--- src/hw/rtl/mme_pkg.sv ---
// Shared types, constants and the rounding helper of the matrix multiply engine.
// Used by mme_cell and matrix_multiply_engine; depends on nothing else.
package mme_pkg;

   localparam int MAX_DIM   = 8;
   localparam int DIM_W     = $clog2(MAX_DIM);
   localparam int DATA_W    = 32;
   localparam int FRAC_W    = 16;
   localparam int PROD_W    = 2 * DATA_W;
   localparam int ACC_W     = PROD_W + DIM_W;
   localparam int LEFT_N    = MAX_DIM * MAX_DIM;
   localparam int DRAIN_CYC = MAX_DIM + 4;
   localparam int DRAIN_W   = $clog2(DRAIN_CYC);

   localparam logic [1:0] KIND_LEFT    = 2'd0;
   localparam logic [1:0] KIND_RIGHT   = 2'd1;
   localparam logic [1:0] KIND_COMPUTE = 2'd2;
   localparam logic [1:0] KIND_UNUSED  = 2'd3;

   localparam logic [1:0] REG_LEFT_ROWS  = 2'd0;
   localparam logic [1:0] REG_LEFT_COLS  = 2'd1;
   localparam logic [1:0] REG_RIGHT_ROWS = 2'd2;
   localparam logic [1:0] REG_RIGHT_COLS = 2'd3;

   typedef enum logic [2:0] {
      ST_IDLE,
      ST_ISSUE,
      ST_DRAIN,
      ST_EMIT,
      ST_ERROR
   } state_type;

   typedef struct packed {
      logic [1:0]               kind;
      logic [2:0]               row_index;
      logic [2:0]               col_index;
      logic signed [DATA_W-1:0] element_value;
   } req_type;

   typedef struct packed {
      logic [2:0]               out_row;
      logic [2:0]               out_col;
      logic signed [DATA_W-1:0] out_value;
      logic                     status;
      logic                     last;
   } rsp_type;

   // one left element traveling down the chain of cells
   typedef struct packed {
      logic                     vld;
      logic                     first;
      logic                     last;
      logic [DIM_W-1:0]         k;
      logic signed [DATA_W-1:0] a;
   } token_type;

   // write of one right element into the column cell
   typedef struct packed {
      logic                     en;
      logic [DIM_W-1:0]         row;
      logic signed [DATA_W-1:0] value;
   } bwr_type;

   // round the Q35.32 sum half up to Q16.16 and saturate to the data width
   function automatic logic signed [DATA_W-1:0] sat_round(input logic signed [ACC_W-1:0] acc);
      logic signed [ACC_W-1:0] rnd;
      logic signed [ACC_W-1:0] sh;
      logic signed [ACC_W-1:0] hi;
      logic signed [ACC_W-1:0] lo;
      rnd = acc + ACC_W'(1 << (FRAC_W - 1));
      sh  = rnd >>> FRAC_W;
      hi  = ACC_W'({1'b0, {(DATA_W-1){1'b1}}});
      lo  = -hi - ACC_W'(1);
      if (sh > hi) begin
         return {1'b0, {(DATA_W-1){1'b1}}};
      end else if (sh < lo) begin
         return {1'b1, {(DATA_W-1){1'b0}}};
      end
      return sh[DATA_W-1:0];
   endfunction

endpackage

--- src/hw/rtl/mme_cell.sv ---
// One column cell of the multiply chain: holds a column of the right matrix,
// multiplies passing left elements and accumulates one product element. Uses mme_pkg.
module mme_cell (
   input  logic                            clock,
   input  logic                            reset,
   input  mme_pkg::token_type              tin,
   input  mme_pkg::bwr_type                bwr,
   output mme_pkg::token_type              tout,
   output logic signed [mme_pkg::DATA_W-1:0] res
);
   import mme_pkg::*;

   logic signed [DATA_W-1:0] col_mem [MAX_DIM];
   logic [MAX_DIM-1:0]       col_vld_ff;
   token_type                tok_ff;
   logic signed [DATA_W-1:0] b_ff;
   logic signed [PROD_W-1:0] p_ff;
   logic                     p_vld_ff, p_first_ff, p_last_ff;
   logic signed [ACC_W-1:0]  acc_ff;
   logic                     acc_last_ff;
   logic signed [DATA_W-1:0] res_ff;

   // store the right column element
   always_ff @(posedge clock) begin
      if (bwr.en) begin
         col_mem[bwr.row] <= bwr.value;
      end
   end

   always_ff @(posedge clock) begin
      if (reset) begin
         col_vld_ff <= '0;
      end else if (bwr.en) begin
         col_vld_ff[bwr.row] <= 1'b1;
      end
   end

   // latch the token and read the matching right element
   always_ff @(posedge clock) begin
      if (reset) begin
         tok_ff.vld <= 1'b0;
      end else begin
         tok_ff.vld <= tin.vld;
      end
      tok_ff.first <= tin.first;
      tok_ff.last  <= tin.last;
      tok_ff.k     <= tin.k;
      tok_ff.a     <= tin.a;
      b_ff         <= col_vld_ff[tin.k] ? col_mem[tin.k] : '0;
   end

   // multiply
   always_ff @(posedge clock) begin
      if (reset) begin
         p_vld_ff <= 1'b0;
      end else begin
         p_vld_ff <= tok_ff.vld;
      end
      p_first_ff <= tok_ff.first;
      p_last_ff  <= tok_ff.last;
      p_ff       <= tok_ff.a * b_ff;
   end

   // accumulate, restarting on the first term
   always_ff @(posedge clock) begin
      if (reset) begin
         acc_last_ff <= 1'b0;
      end else begin
         acc_last_ff <= p_vld_ff & p_last_ff;
      end
      if (p_vld_ff) begin
         if (p_first_ff) begin
            acc_ff <= ACC_W'(p_ff);
         end else begin
            acc_ff <= acc_ff + ACC_W'(p_ff);
         end
      end
   end

   // round and hold the finished element
   always_ff @(posedge clock) begin
      if (acc_last_ff) begin
         res_ff <= sat_round(acc_ff);
      end
   end

   assign tout = tok_ff;
   assign res  = res_ff;

endmodule
--- config.mk ---
export PLATFORM = sky130hd
export DESIGN_NAME = mme_cell
export DESIGN_NICKNAME = d
export VERILOG_FILES = /design/src/hw/rtl/mme_pkg.sv /design/src/hw/rtl/mme_cell.sv
export SDC_FILE = /design/constraint.sdc
export NUM_CORES = 2
export LEC_CHECK = 0
export BUFFER_PORTS_ARGS = -buffer_cell sky130_fd_sc_hd__buf_4
export CORE_AREA = 2 2 281 422
export CTS_CLUSTER_DIAMETER = 60
export CTS_CLUSTER_SIZE = 28
export DETAILED_ROUTE_END_ITERATION = 8
export DIE_AREA = 0 0 283 424
export HOLD_SLACK_MARGIN = 0.02
export PLACE_DENSITY = 0.66
export SYNTH_ARGS = -nofsm -noshare
export SYNTH_HDL_FRONTEND = slang
export SYNTH_SLANG_ARGS = --single-unit
--- constraint.sdc ---
create_clock -name clock -period 11.1 [get_ports clock]
set_input_delay 1.11 -clock clock [delete_from_list [all_inputs] [get_ports clock]]
set_output_delay 1.11 -clock clock [all_outputs]
set_load 0.02 [all_outputs]
==> out/metrics.yaml <==
clock_tree:
  clk_pin_slew_worst_paths_ns: 0.08
  cts_buffer_depth: 3
  cts_resized: 0
  insertion_delay_ns: 0.65
  cts.htree.levels: 2
  cts_root_buf: "clkbuf_16"
  cts_sinks: 501
  tritoncts: "done"
  cts_buffers: 37
  hold_buffers: 0
  postCtsSetupRepairBufs: 0
route:
  wl_per_cell_um: 20.4
  ant_nets: 0
  vias: 38900
  drc_errors: 0
  vias_per_cell: 5.48
  drt_first_pass_iters: 7
  drt-initial-drc-count: 2072
  wl_um: 145000
worst_hold_path:
  min_from: "tout[36]"
  min_path_cells: 0
  holdPathEnd: "p_first_ff"
  hold_class: "reg2reg"
power:
  power_density_nw_per_um2: 114
  p_leak_nw: 28.0
  p_total_w: 0.00707
  irDropWorstVdd_mv: 0.180
synth:
  synthFlopType: "edfxtp_1"
  syn_inst: 5509
  synth_top_area_share_pct: 37.5
  syn-num-nets: 6919
  synth_cell_types: 76
  synthTopCellsByArea: "fa_1 38%, edfxtp_1 18%, inv_1 6.6%"
  async_flop_share_pct: 0
  synth_edf_count: 355
  syn_area_um2: 57800
  synth_area_leader_cell: "fa_1"
  yosys_warnings: 0
  synth_seq_area_share_pct: 23.5
  synth_area_per_cell_um2: 10.5
  synth_seq_cells: 501
placed_design:
  post-place-ws_ns: 2.18
  gp_congestion: 0.900
  dp_hpwl_um: 113000
  io_buffers: 145
cells_and_area:
  final_cell_mix: "1083 x fa_1, 1019 x inv_1, 658 x nand2_1"
  num-fill-cells: 10400
  area_delta_synth_final_pct: 7.03
  num-nets-final: 6908
  post-route-util_pct: 53.0
  final_common_cell: "fa_1"
  drive_gt1_share_pct: 7.29
timing:
  max-slew-margin-rel_pct: 23.1
  final-max-slew-violation-count: 0
  max_freq_ghz: 0.112
  worstMarginPinSlew_ns: 1.15
  fin_ws_ns: 2.15
  setup_viol: 0
  finalClockSkew_ns: 0.0389
  setup_tns_ns: 0
  min_period_ns: 8.95
  rsz0062_at_grt: "no"
  fin_crit_sh_pct: 80.7
  whs_ns: 0.351
  hold_viol: 0
grt:
  grt_max_degree: 73
  overflow: 0
  grt_usage_pct: 25.0
  grt_pass1_vias: 43100
  antenna_found_initial: 5
  grt_pass1_wl_um: 235000
critical_path:
  path_class: "reg2reg"
  start_kind: "register"
  crit_top_cell: "fa_1"
  crit_arrival_ns: 9.45
  crit_path_max_fanout: 20
  reg2reg_to: "p_ff[63]"
  cp-end-kind: "register"
  r2r-start: "b_ff[6]"
  slowest_delay_ns: 1.00
  r2r_cells: 25
  rrSetupSlack_ns: 2.15
  worst_path_max_delay_cell: "dfxtp_1"
  cp.required_ns: 11.59
floorplan:
  start_util_pct: 49.6
  dieArea_um2: 120000
  core-area_um2: 117000
  core.rowCount: 154
  die_height_um: 424
  ios: 146
  die_w_um: 283
run:
  cap_viol_max_count: 0
status:
  run_status: "complete, no violations"
==> worst max-delay path: cells and delay by family (launching register included) <==
kind                       cells  cell delay, ns
adders and majority gates      9            4.73
buffers and inverters          6            0.94
DFF                            1            1.00
AOI/OAI and AO/OA              8            1.75
and+or+nand+nor                2            0.41
==> cell type report <==
| cell class | count | area, um2 | share of cell area (%) |
|---|---|---|---|
| clock buffer | 46 | 1010 | 1.64 |
| inverter | 1019 | 3820 | 6.19 |
| sequential | 501 | 13600 | 22.0 |
| tap | 1560 | 1950 | 3.16 |
| antenna | 1 | 2.50 | 0.00405 |
| multi-input combinational | 3713 | 39400 | 63.7 |
| clock inverter | 22 | 384 | 0.621 |
| timing repair buffer | 226 | 1700 | 2.74 |
==> cells by family (layout without fill, tap and decap cells) <==
kind of cell,after synthesis,after routing,synth area share (%)
AO/OA/AOI/OAI,537,537,5.80
XOR/XNOR,168,168,2.55
adder cells (fa/ha/maj),1334,1334,43.0
buffers and inverters,1295,1313,8.46
flip-flops,501,501,23.5
multiplexers,108,108,3.31
other,0,1,0
AND/OR/NAND/NOR,1566,1566,13.4
==> synth_stat cells (all sizes together) (36+ instances only) <==
| master | count |
|---|---|
| nand2 | 658 |
| nand3 | 55 |
| o21ai | 163 |
| xor2 | 67 |
| nor2 | 160 |
| a21oi | 143 |
| inv | 1019 |
| and2 | 510 |
| mux4 | 66 |
| xnor2 | 101 |
| clkbuf | 247 |
| nand4 | 42 |
| dfxtp | 146 |
| edfxtp | 355 |
| fa | 1083 |
| ha | 251 |
| mux2i | 36 |
| a21o | 59 |
==> report_power, final <==
group          leakage, nW  switching (W)  internal (W)
Sequential            4.45       0.000165       0.00221
Clock                0.671       0.000808      0.000724
Combinational         22.9        0.00188       0.00128
==> worst max path at each step <==
stage / from / endpoint / slack, ns / cells past startpoint
2_1_floorplan: tout[31] / p_ff[63] / 3.12 / 27
3_3_place_gp: b_ff[6] / p_ff[63] / 2.33 / 25
3_5_place_dp: b_ff[6] / p_ff[63] / 2.18 / 25
4_1_cts: b_ff[6] / p_ff[63] / 2.15 / 25
5_1_grt: b_ff[6] / p_ff[63] / 1.59 / 25
6_report: b_ff[6] / p_ff[63] / 2.15 / 25
==> routing by layer <==
metal | vias to the layer above | share of wire [%] | wire length [um] | global-route usage, %
li1 | 17100 | - | - | -
met1 | 20100 | 39 | 56000 | 30.3
met2 | 1264 | 52 | 75000 | 45.2
met3 | 372 | 5.3 | 7670 | 3.25
met4 | 2 | 4.1 | 5980 | 9.84
met5 | - | 0.0076 | 11 | 0
==> sequential cells by signal (all words and copies together), names as in the netlist, 8 cells and up <==
| register | flops |
|---|---|
| acc_ff | 67 |
| b_ff | 32 |
| col_mem | 256 |
| col_vld_ff | 8 |
| p_ff | 64 |
| res | 32 |
| tout | 38 |
==> metrics by stage <==
| step | cell area (um2) | instances |
|---|---|---|
| global placement | 60400 | 7019 |
| global route | 61800 | 7087 |
| floorplan | 57800 | 5509 |
| detailed placement | 60400 | 7019 |
| CTS | 61800 | 7087 |
| finish | 61800 | 7088 |
No activity file was read; power rests on OpenSTA's default activity.
